===== config.mk =====
export PLATFORM = sky130hd
export DESIGN_NAME = obstacle_avoid_sequencer_top
export DESIGN_NICKNAME = d
export VERILOG_FILES = /design/src/oas_pkg.sv /design/src/obstacle_avoid_sequencer_top.sv
export SDC_FILE = /design/constraint.sdc
export NUM_CORES = 1
export LEC_CHECK = 0
export BUFFER_PORTS_ARGS = -buffer_cell sky130_fd_sc_hd__buf_2
export CORE_MARGIN = 2
export CORE_UTILIZATION = 60
export CTS_BUF_LIST = sky130_fd_sc_hd__clkbuf_4 sky130_fd_sc_hd__clkbuf_8 sky130_fd_sc_hd__clkbuf_16
export DETAILED_ROUTE_END_ITERATION = 8
export PLACE_DENSITY = 0.81
export SKIP_CTS_REPAIR_TIMING = 1
export SYNTH_ARGS = -nofsm -noshare
export SYNTH_HDL_FRONTEND = slang
export SYNTH_SLANG_ARGS = --single-unit
export TNS_END_PERCENT = 20

===== constraint.sdc =====
create_clock -name i_clk -period 6.8 [get_ports i_clk]
set_input_delay 1.36 -clock i_clk [delete_from_list [all_inputs] [get_ports i_clk]]
set_output_delay 1.36 -clock i_clk [all_outputs]
set_load 0.01 [all_outputs]

===== src/oas_pkg.sv =====
// oas_pkg: shared constants for the obstacle avoidance sequencer
// register indexes, motion codes and widths; no dependencies

package oas_pkg;

    localparam int unsigned DIST_W   = 16;
    localparam int unsigned THR_W    = 13;
    localparam int unsigned TCK_W    = 8;
    localparam int unsigned CNT_W    = 9;
    localparam int unsigned CFG_IDX_W = 3;
    localparam int unsigned CFG_DAT_W = 13;

    localparam logic [CNT_W-1:0] TICK_MAX = 9'd511;

    // configuration register indexes
    localparam logic [CFG_IDX_W-1:0] REG_CAUTION   = 3'd0;
    localparam logic [CFG_IDX_W-1:0] REG_STOP      = 3'd1;
    localparam logic [CFG_IDX_W-1:0] REG_TOO_CLOSE = 3'd2;
    localparam logic [CFG_IDX_W-1:0] REG_CLEARANCE = 3'd3;
    localparam logic [CFG_IDX_W-1:0] REG_REVERSE   = 3'd4;
    localparam logic [CFG_IDX_W-1:0] REG_TURN      = 3'd5;
    localparam logic [CFG_IDX_W-1:0] REG_SETTLE    = 3'd6;

    // linear motion codes
    localparam logic [1:0] LIN_STOP    = 2'd0;
    localparam logic [1:0] LIN_FORWARD = 2'd1;
    localparam logic [1:0] LIN_REVERSE = 2'd2;

    // angular motion codes
    localparam logic [1:0] ANG_NONE  = 2'd0;
    localparam logic [1:0] ANG_LEFT  = 2'd1;
    localparam logic [1:0] ANG_RIGHT = 2'd2;

    // reset values of the configuration registers
    localparam logic [THR_W-1:0] RST_CAUTION   = 13'd1000;
    localparam logic [THR_W-1:0] RST_STOP      = 13'd500;
    localparam logic [THR_W-1:0] RST_TOO_CLOSE = 13'd250;
    localparam logic [THR_W-1:0] RST_CLEARANCE = 13'd750;
    localparam logic [TCK_W-1:0] RST_REVERSE   = 8'd16;
    localparam logic [TCK_W-1:0] RST_TURN      = 8'd13;
    localparam logic [TCK_W-1:0] RST_SETTLE    = 8'd7;

endpackage


===== src/obstacle_avoid_sequencer_top.sv =====
// obstacle_avoid_sequencer_top: eleven-mode obstacle avoidance sequencer
// depends on oas_pkg for register indexes, motion codes and widths
//
// usage:
//   s_axis carries one control tick per transaction: tuser is the depth
//   freshness flag, tdata the four depth readings in mm (65535 = no reading).
//   m_axis returns exactly one result per tick: linear and angular motion
//   codes and the mode after the tick.
//   the config port writes one threshold or tick count per cycle when
//   i_cfg_wr_en is high; write it only while no tick is in flight.
// timing:
//   the whole mode update is one combinational pass from the accepted tick
//   and the mode state into the result register, so a result appears in the
//   cycle after its tick; one tick is taken every cycle while not stalled.
//   s_axis_tready is high while the result register is empty or being taken;
//   when the receiver stalls, the result holds and new ticks wait.
// reset:
//   i_rst_n low (synchronous) returns the mode to drive, clears the mode
//   tick counter and scans, selects a left avoid turn and loads the default
//   thresholds and tick counts; the result register is emptied.

module obstacle_avoid_sequencer_top (
    input  logic        i_clk,
    input  logic        i_rst_n,
    // tick input
    input  logic        s_axis_tvalid,
    output logic        s_axis_tready,
    input  logic [63:0] s_axis_tdata,  // center_mm, left_mm, right_mm, scan_mm
    input  logic        s_axis_tuser,  // depth_fresh
    // result output
    output logic        m_axis_tvalid,
    input  logic        m_axis_tready,
    output logic [7:0]  m_axis_tdata,  // linear_cmd, angular_cmd, mode_now
    // configuration
    input  logic                             i_cfg_wr_en,
    input  logic [oas_pkg::CFG_IDX_W-1:0]    i_cfg_index,
    input  logic [oas_pkg::CFG_DAT_W-1:0]    i_cfg_data
);

    typedef enum logic [3:0] {
        DRIVE            = 4'd0,
        PRE_SCAN_HALT    = 4'd1,
        SCAN_LEFT_TURN   = 4'd2,
        SCAN_LEFT_HOLD   = 4'd3,
        SCAN_RIGHT_TURN  = 4'd4,
        SCAN_RIGHT_HOLD  = 4'd5,
        CENTER_TURN      = 4'd6,
        CENTER_HOLD      = 4'd7,
        REVERSE          = 4'd8,
        DODGE_TURN       = 4'd9,
        BLOCKED          = 4'd10
    } t_mode;

    // configuration registers
    logic [oas_pkg::THR_W-1:0] r_caution, r_stop, r_too_close, r_clearance;
    logic [oas_pkg::TCK_W-1:0] r_reverse, r_turn, r_settle;

    // mode state
    t_mode                      r_mode, n_mode;
    logic [oas_pkg::CNT_W-1:0]  r_ticks, n_ticks;
    logic [oas_pkg::DIST_W-1:0] r_left_scan, n_left_scan;
    logic [oas_pkg::DIST_W-1:0] r_right_scan, n_right_scan;
    logic                       r_turn_left, n_turn_left;

    // result register
    logic       r_out_valid;
    logic [1:0] r_lin, n_lin;
    logic [1:0] r_ang, n_ang;
    logic [3:0] r_mode_out;

    logic                       in_fire;
    logic                       fresh;
    logic [oas_pkg::DIST_W-1:0] center, left, right, scan;
    logic [oas_pkg::CNT_W-1:0]  t;
    logic [oas_pkg::CNT_W-1:0]  settle_x, turn_x, turn2_x, reverse_x;

    assign s_axis_tready = !r_out_valid || m_axis_tready;
    assign in_fire       = s_axis_tvalid && s_axis_tready;

    assign fresh  = s_axis_tuser;
    assign center = s_axis_tdata[15:0];
    assign left   = s_axis_tdata[31:16];
    assign right  = s_axis_tdata[47:32];
    assign scan   = s_axis_tdata[63:48];

    assign t         = (r_ticks < oas_pkg::TICK_MAX) ? r_ticks + 9'd1 : r_ticks;
    assign settle_x  = {1'b0, r_settle};
    assign turn_x    = {1'b0, r_turn};
    assign turn2_x   = {r_turn, 1'b0};
    assign reverse_x = {1'b0, r_reverse};

    always_comb begin
        n_mode       = r_mode;
        n_ticks      = t;
        n_left_scan  = r_left_scan;
        n_right_scan = r_right_scan;
        n_turn_left  = r_turn_left;
        n_lin        = oas_pkg::LIN_STOP;
        n_ang        = oas_pkg::ANG_NONE;
        if (fresh) begin
            case (r_mode)
                DRIVE: begin
                    if (center <= {3'b000, r_too_close}) begin
                        n_mode = PRE_SCAN_HALT;
                    end else if (center <= {3'b000, r_stop}) begin
                        n_turn_left = (left >= right);
                        n_mode      = DODGE_TURN;
                    end else begin
                        n_lin = oas_pkg::LIN_FORWARD;
                    end
                end
                PRE_SCAN_HALT: begin
                    if (t >= settle_x) n_mode = SCAN_LEFT_TURN;
                end
                SCAN_LEFT_TURN: begin
                    if (t >= turn_x) n_mode = SCAN_LEFT_HOLD;
                    else n_ang = oas_pkg::ANG_LEFT;
                end
                SCAN_LEFT_HOLD: begin
                    if (t >= settle_x) begin
                        n_left_scan = scan;
                        n_mode      = SCAN_RIGHT_TURN;
                    end
                end
                SCAN_RIGHT_TURN: begin
                    if (t >= turn2_x) n_mode = SCAN_RIGHT_HOLD;
                    else n_ang = oas_pkg::ANG_RIGHT;
                end
                SCAN_RIGHT_HOLD: begin
                    if (t >= settle_x) begin
                        n_right_scan = scan;
                        n_mode       = CENTER_TURN;
                    end
                end
                CENTER_TURN: begin
                    if (t >= turn_x) n_mode = CENTER_HOLD;
                    else n_ang = oas_pkg::ANG_LEFT;
                end
                CENTER_HOLD: begin
                    if (t >= settle_x) begin
                        if (r_left_scan >= {3'b000, r_clearance} &&
                            r_right_scan >= {3'b000, r_clearance}) begin
                            n_mode = REVERSE;
                        end else begin
                            n_mode = BLOCKED;
                        end
                    end
                end
                REVERSE: begin
                    if (t >= reverse_x) begin
                        n_turn_left = (r_left_scan >= r_right_scan);
                        n_mode      = DODGE_TURN;
                    end else begin
                        n_lin = oas_pkg::LIN_REVERSE;
                    end
                end
                DODGE_TURN: begin
                    if (t >= turn_x) n_mode = DRIVE;
                    else n_ang = r_turn_left ? oas_pkg::ANG_LEFT : oas_pkg::ANG_RIGHT;
                end
                BLOCKED: begin
                    if (center > {3'b000, r_caution}) n_mode = DRIVE;
                end
                default: begin
                    n_mode = DRIVE;
                end
            endcase
            // entering a mode restarts its tick count
            if (n_mode != r_mode || r_mode > BLOCKED) n_ticks = '0;
        end
    end

    always_ff @(posedge i_clk) begin
        if (!i_rst_n) begin
            r_caution    <= oas_pkg::RST_CAUTION;
            r_stop       <= oas_pkg::RST_STOP;
            r_too_close  <= oas_pkg::RST_TOO_CLOSE;
            r_clearance  <= oas_pkg::RST_CLEARANCE;
            r_reverse    <= oas_pkg::RST_REVERSE;
            r_turn       <= oas_pkg::RST_TURN;
            r_settle     <= oas_pkg::RST_SETTLE;
            r_mode       <= DRIVE;
            r_ticks      <= '0;
            r_left_scan  <= '0;
            r_right_scan <= '0;
            r_turn_left  <= 1'b1;
            r_out_valid  <= 1'b0;
        end else begin
            if (i_cfg_wr_en) begin
                case (i_cfg_index)
                    oas_pkg::REG_CAUTION:   r_caution   <= i_cfg_data;
                    oas_pkg::REG_STOP:      r_stop      <= i_cfg_data;
                    oas_pkg::REG_TOO_CLOSE: r_too_close <= i_cfg_data;
                    oas_pkg::REG_CLEARANCE: r_clearance <= i_cfg_data;
                    oas_pkg::REG_REVERSE:   r_reverse   <= i_cfg_data[oas_pkg::TCK_W-1:0];
                    oas_pkg::REG_TURN:      r_turn      <= i_cfg_data[oas_pkg::TCK_W-1:0];
                    oas_pkg::REG_SETTLE:    r_settle    <= i_cfg_data[oas_pkg::TCK_W-1:0];
                    default: ;
                endcase
            end
            if (in_fire) begin
                r_mode       <= n_mode;
                r_ticks      <= n_ticks;
                r_left_scan  <= n_left_scan;
                r_right_scan <= n_right_scan;
                r_turn_left  <= n_turn_left;
                r_out_valid  <= 1'b1;
            end else if (m_axis_tready) begin
                r_out_valid  <= 1'b0;
            end
        end
        if (in_fire) begin
            r_lin      <= n_lin;
            r_ang      <= n_ang;
            r_mode_out <= n_mode;
        end
    end

    assign m_axis_tvalid = r_out_valid;
    assign m_axis_tdata  = {r_mode_out, r_ang, r_lin};

    // never drive and turn in the same result
    a_no_drive_and_turn: assert property (@(posedge i_clk) disable iff (!i_rst_n)
        m_axis_tvalid |-> (m_axis_tdata[1:0] == oas_pkg::LIN_STOP ||
                           m_axis_tdata[3:2] == oas_pkg::ANG_NONE))
        else $error("linear and angular motion in one result");

    // stale depth gives stop and keeps the mode
    a_stale_stops: assert property (@(posedge i_clk) disable iff (!i_rst_n)
        (in_fire && !s_axis_tuser) |=>
            (m_axis_tdata[3:0] == 4'd0 && m_axis_tdata[7:4] == $past(r_mode)))
        else $error("stale tick did not stop or changed mode");

    // reverse motion only while in reverse mode
    a_reverse_mode: assert property (@(posedge i_clk) disable iff (!i_rst_n)
        (m_axis_tvalid && m_axis_tdata[1:0] == oas_pkg::LIN_REVERSE) |->
            (m_axis_tdata[7:4] == REVERSE))
        else $error("reverse motion outside reverse mode");

endmodule

==> impl_metrics.xml <==
<?xml version="1.0" encoding="UTF-8"?>
<metrics>
  <group name="worst_setup_path">
    <metric name="timing.critical_path.cells" unit="">and3_4 -&gt; nand3_1 -&gt; o21ai_0 -&gt; xnor2_1 -&gt; ha_1 -&gt; nand4_1 -&gt; o21ai_0 -&gt; o221ai_1 -&gt; nand3_1 -&gt; nand3_1 -&gt; or4_1 -&gt; mux2i_1 -&gt; nor2b_1</metric>
    <metric name="worst_r2r_startpoint" unit="">r_ticks[2]</metric>
    <metric name="setup.reg_to_reg.worst_slack" unit="ns">2.63</metric>
    <metric name="worst_path_max_delay_cell" unit="">or4_1</metric>
    <metric name="cp_data_arrival_time" unit="ns">4.48</metric>
    <metric name="crit-reg2reg-capture" unit="">r_left_scan[8]</metric>
    <metric name="setup.worst_path.start" unit="">r_ticks[2]</metric>
    <metric name="worst_setup_path_end_kind" unit="">flip-flop</metric>
    <metric name="critical_path.max_stage_delay" unit="ns">0.96</metric>
    <metric name="critical_path.max_fanout" unit="">17</metric>
    <metric name="timing.critical_path.from_type" unit="">flip-flop</metric>
    <metric name="critical_path_required" unit="ns">7.11</metric>
    <metric name="critical_path.most_common_cell" unit="">nand3_1</metric>
    <metric name="worstRegToRegCells" unit="">13</metric>
    <metric name="worst-setup-path-type" unit="">flip-flop to flip-flop</metric>
  </group>
  <group name="clock_tree">
    <metric name="clk_path_buf_depth" unit="">2</metric>
    <metric name="clock_buffers_created_by_tritoncts" unit="">17</metric>
    <metric name="htree_num_levels" unit="">4</metric>
    <metric name="cts.clk_slew.worst_paths" unit="ns">0.06</metric>
    <metric name="cts_root_buf" unit="">clkbuf_16</metric>
    <metric name="clock_sinks" unit="">131</metric>
    <metric name="cts_tree" unit="">built</metric>
    <metric name="clock_insertion_delay_at_the_later_pin_of_the_skew_report" unit="ns">0.42</metric>
  </group>
  <group name="synth">
    <metric name="syn-mean-instance-area" unit="um2">8.515</metric>
    <metric name="syn-num-nets" unit="">1232</metric>
    <metric name="yosysUniqueCellTypes" unit="">74</metric>
    <metric name="ys_seq_area_frac" unit="">0.3124</metric>
    <metric name="synth-warning-count" unit="">0</metric>
    <metric name="edff_count_synth" unit="">8</metric>
    <metric name="yosys_register_bits" unit="">131</metric>
    <metric name="synth.cell_area" unit="um2">8651</metric>
    <metric name="synth_flop_cell" unit="">dfxtp_1</metric>
    <metric name="synth-async-reset-ratio" unit="">0</metric>
    <metric name="number_of_instances_in_the_synthesized_netlist" unit="">1016</metric>
  </group>
  <group name="sta">
    <metric name="count_of_endpoints_failing_hold_in_the_final_timing_report" unit="">0</metric>
    <metric name="maxSlewViolCount" unit="">0</metric>
    <metric name="final.setup_skew" unit="ns">0.008259</metric>
    <metric name="min_period" unit="ns">4.168</metric>
    <metric name="worst_pin_slew" unit="ns">1.234</metric>
    <metric name="min_period_over_period" unit="">0.6130</metric>
    <metric name="fin_tns_setup" unit="ns">0</metric>
    <metric name="setup_ws" unit="ns">2.632</metric>
    <metric name="grt_setup_unrepaired" unit="">no</metric>
    <metric name="finalSetupViolations" unit="">0</metric>
    <metric name="timing.slew.headroom" unit="">0.1744</metric>
    <metric name="maxClockFrequency" unit="GHz">0.2399</metric>
  </group>
  <group name="cells_and_area">
    <metric name="fillCellCount" unit="">1140</metric>
    <metric name="leading_cell_type_in_the_layout_fill_and_taps_excluded" unit="">nand2_1</metric>
    <metric name="mostFrequentLayoutCells" unit="">nand2_1, ha_1, dfxtp_1, inv_1, buf_2</metric>
    <metric name="antenna_cells" unit="">0</metric>
    <metric name="synthToLayoutAreaGrowth" unit="%">13.12</metric>
    <metric name="finalNetCount" unit="">1318</metric>
    <metric name="final_layout_size_suffix_gt1_frac" unit="">0.1363</metric>
  </group>
  <group name="die">
    <metric name="core-area" unit="um2">13990</metric>
    <metric name="boundaryPins" unit="">96</metric>
    <metric name="die_span_in_y" unit="um">124.1</metric>
    <metric name="start_util" unit="">0.6184</metric>
    <metric name="full_die_area" unit="um2">15390</metric>
    <metric name="die_width" unit="um">124.1</metric>
    <metric name="rows" unit="">43</metric>
  </group>
  <group name="drt">
    <metric name="postRouteAntennaNets" unit="">0</metric>
    <metric name="drt_first_iter_violations" unit="">622</metric>
    <metric name="drt-wirelength-per-cell" unit="um">15.92</metric>
    <metric name="dr_total_vias" unit="">7456</metric>
    <metric name="drt_pre_antenna_iters" unit="">5</metric>
    <metric name="detail_route.wirelength" unit="um">20620</metric>
    <metric name="drt-vias-per-instance" unit="">5.758</metric>
    <metric name="post-route-drc-count" unit="">0</metric>
  </group>
  <group name="power_and_ir_drop">
    <metric name="powerDensity" unit="nW/um2">199.1</metric>
    <metric name="fin_total_pwr" unit="mW">1.949</metric>
    <metric name="worst_ir_drop_vdd" unit="mV">0.1758</metric>
    <metric name="power.static_leakage" unit="nW">4.450</metric>
  </group>
  <group name="global_routing">
    <metric name="number_of_antenna_violations_at_the_first_check_in_global_routing" unit="">0</metric>
    <metric name="grt_first_pass_wirelength" unit="um">33020</metric>
    <metric name="globalRouteOverflowTotal" unit="">0</metric>
    <metric name="maximum_number_of_pins_on_one_net_before_global_route_repair" unit="">95</metric>
    <metric name="overall_track_demand_over_capacity_in_global_routing" unit="">0.2757</metric>
    <metric name="first_global_vias" unit="">6961</metric>
  </group>
  <group name="placement">
    <metric name="gp_congestion" unit="">0.8809</metric>
    <metric name="dp.final_hpwl" unit="um">15300</metric>
    <metric name="port-buffer-count" unit="">95</metric>
    <metric name="post_placement_setup_slack" unit="ns">2.718</metric>
  </group>
  <group name="worst_hold_path">
    <metric name="hold_class" unit="">flip-flop to flip-flop</metric>
    <metric name="worstHoldPathCells" unit="">2</metric>
    <metric name="hold-path-endpoint" unit="">r_stop[12]</metric>
    <metric name="hold_path_startpoint" unit="">r_stop[12]</metric>
  </group>
  <group name="flow_run">
    <metric name="drv_cap" unit="">0</metric>
  </group>
  <group name="status">
    <metric name="outcome" unit="">complete, no violations</metric>
  </group>
</metrics>
[synthesized netlist by cell type, types with 2 or more instances]
library cell,count,area share
ha_1,130,0.19
o21bai_1,2,0.0017
o211ai_1,36,0.031
a211oi_1,11,0.0095
o21ai_0,39,0.023
a211o_1,2,0.0020
nor3_1,12,0.0069
or3_1,5,0.0036
nor4_4,2,0.0049
a21oi_1,39,0.023
nor2b_1,45,0.033
xnor2_1,5,0.0051
a21boi_0,48,0.042
clkbuf_8,2,0.0032
and3_1,4,0.0029
dfxtp_1,123,0.28
a31oi_1,3,0.0022
buf_4,2,0.0017
nand4_1,17,0.012
a21boi_1,3,0.0026
xor2_1,3,0.0030
a311oi_1,2,0.0020
and4_1,3,0.0030
clkbuf_1,19,0.0082
nor4_1,8,0.0058
o31ai_1,2,0.0017
a21o_1,19,0.016
buf_6,6,0.0078
or4_1,2,0.0017
edfxtp_1,8,0.028
o21a_1,4,0.0035
nand3_1,28,0.016
and2_1,4,0.0029
o211a_1,2,0.0023
nand2b_1,15,0.011
nand2_1,151,0.066
nor2_1,31,0.013
mux2i_1,32,0.037
inv_1,110,0.048
o221ai_1,3,0.0030
[logic make-up after synthesis]
logic type | share of synthesized area
AO/OA/AOI/OAI | 0.1827
flip-flops | 0.3124
adder cells (fa/ha/maj) | 0.1880
buffers and inverters | 0.07102
multiplexers | 0.03833
XOR/XNOR | 0.008100
AND/OR/NAND/NOR | 0.1995
[state kept, by name (all words and copies together) (netlist names)]
signal,count
r_caution,13
r_lin,2
r_reverse,8
r_mode,4
r_stop,13
r_mode_out,4
r_turn,8
r_left_scan,16
r_ang,2
r_turn_left,1
r_too_close,13
r_ticks,9
r_settle,8
r_right_scan,16
r_clearance,13
m_axis_tvalid,1
[cell type report]
cell class | instances | area (um2) | area share
clock inverter | 10 | 120.1 | 0.01227
sequential | 131 | 2703 | 0.2762
clock buffer | 22 | 481.7 | 0.04923
multi-input combinational | 743 | 5339 | 0.5456
inverter | 111 | 419.2 | 0.04283
tap | 180 | 225.2 | 0.02301
timing repair buffer | 98 | 498.0 | 0.05089
[how the worst max path moves through the flow]
stage / end / slack (ns) / cells after the start
6_report: r_left_scan[8] / 2.63 / 13
5_1_grt: r_left_scan[8] / 2.21 / 13
4_1_cts: r_left_scan[15] / 2.72 / 13
3_5_place_dp: r_left_scan[8] / 2.72 / 13
3_3_place_gp: r_left_scan[1] / 2.87 / 13
2_1_floorplan: r_ticks[7] / 3.40 / 10
[worst max-delay path, delay by kind of cell (launching register included)]
| family | cells | cell delay [ns] |
|---|---|---|
| adder cells (fa/ha/maj) | 1 | 0.34 |
| AO/OA/AOI/OAI | 3 | 0.74 |
| flip-flops | 1 | 0.48 |
| AND/OR/NAND/NOR | 7 | 1.92 |
| multiplexers | 1 | 0.32 |
| XOR/XNOR | 1 | 0.23 |
[power by group]
part	switching [mW]	total, mW	internal, mW
registers	0.0111	0.805	0.794
logic	0.124	0.212	0.0874
clock network	0.352	0.932	0.581
total	0.487	1.95	1.46
[per-stage QoR]
stage                 util  hold WS, ns  std cells  area (um2)
detailed placement  0.6565       0.4573       1263        9184
global placement    0.6565       0.4512       1263        9184
global route        0.6996       0.4869       1295        9786
floorplan                -       0.4434       1016        8651
finish              0.6996       0.4644       1295        9786
CTS                 0.6996       0.4654       1295        9786
[metal layers]
layer	GRT usage	vias to the layer above	part of all wire
met5	0	-	0
met4	0.08427	0	0.018
met3	0.05907	36	0.051
met2	0.4740	206	0.49
met1	0.3451	3483	0.44
li1	-	3731	-
Power figures use the tool's default switching activity.
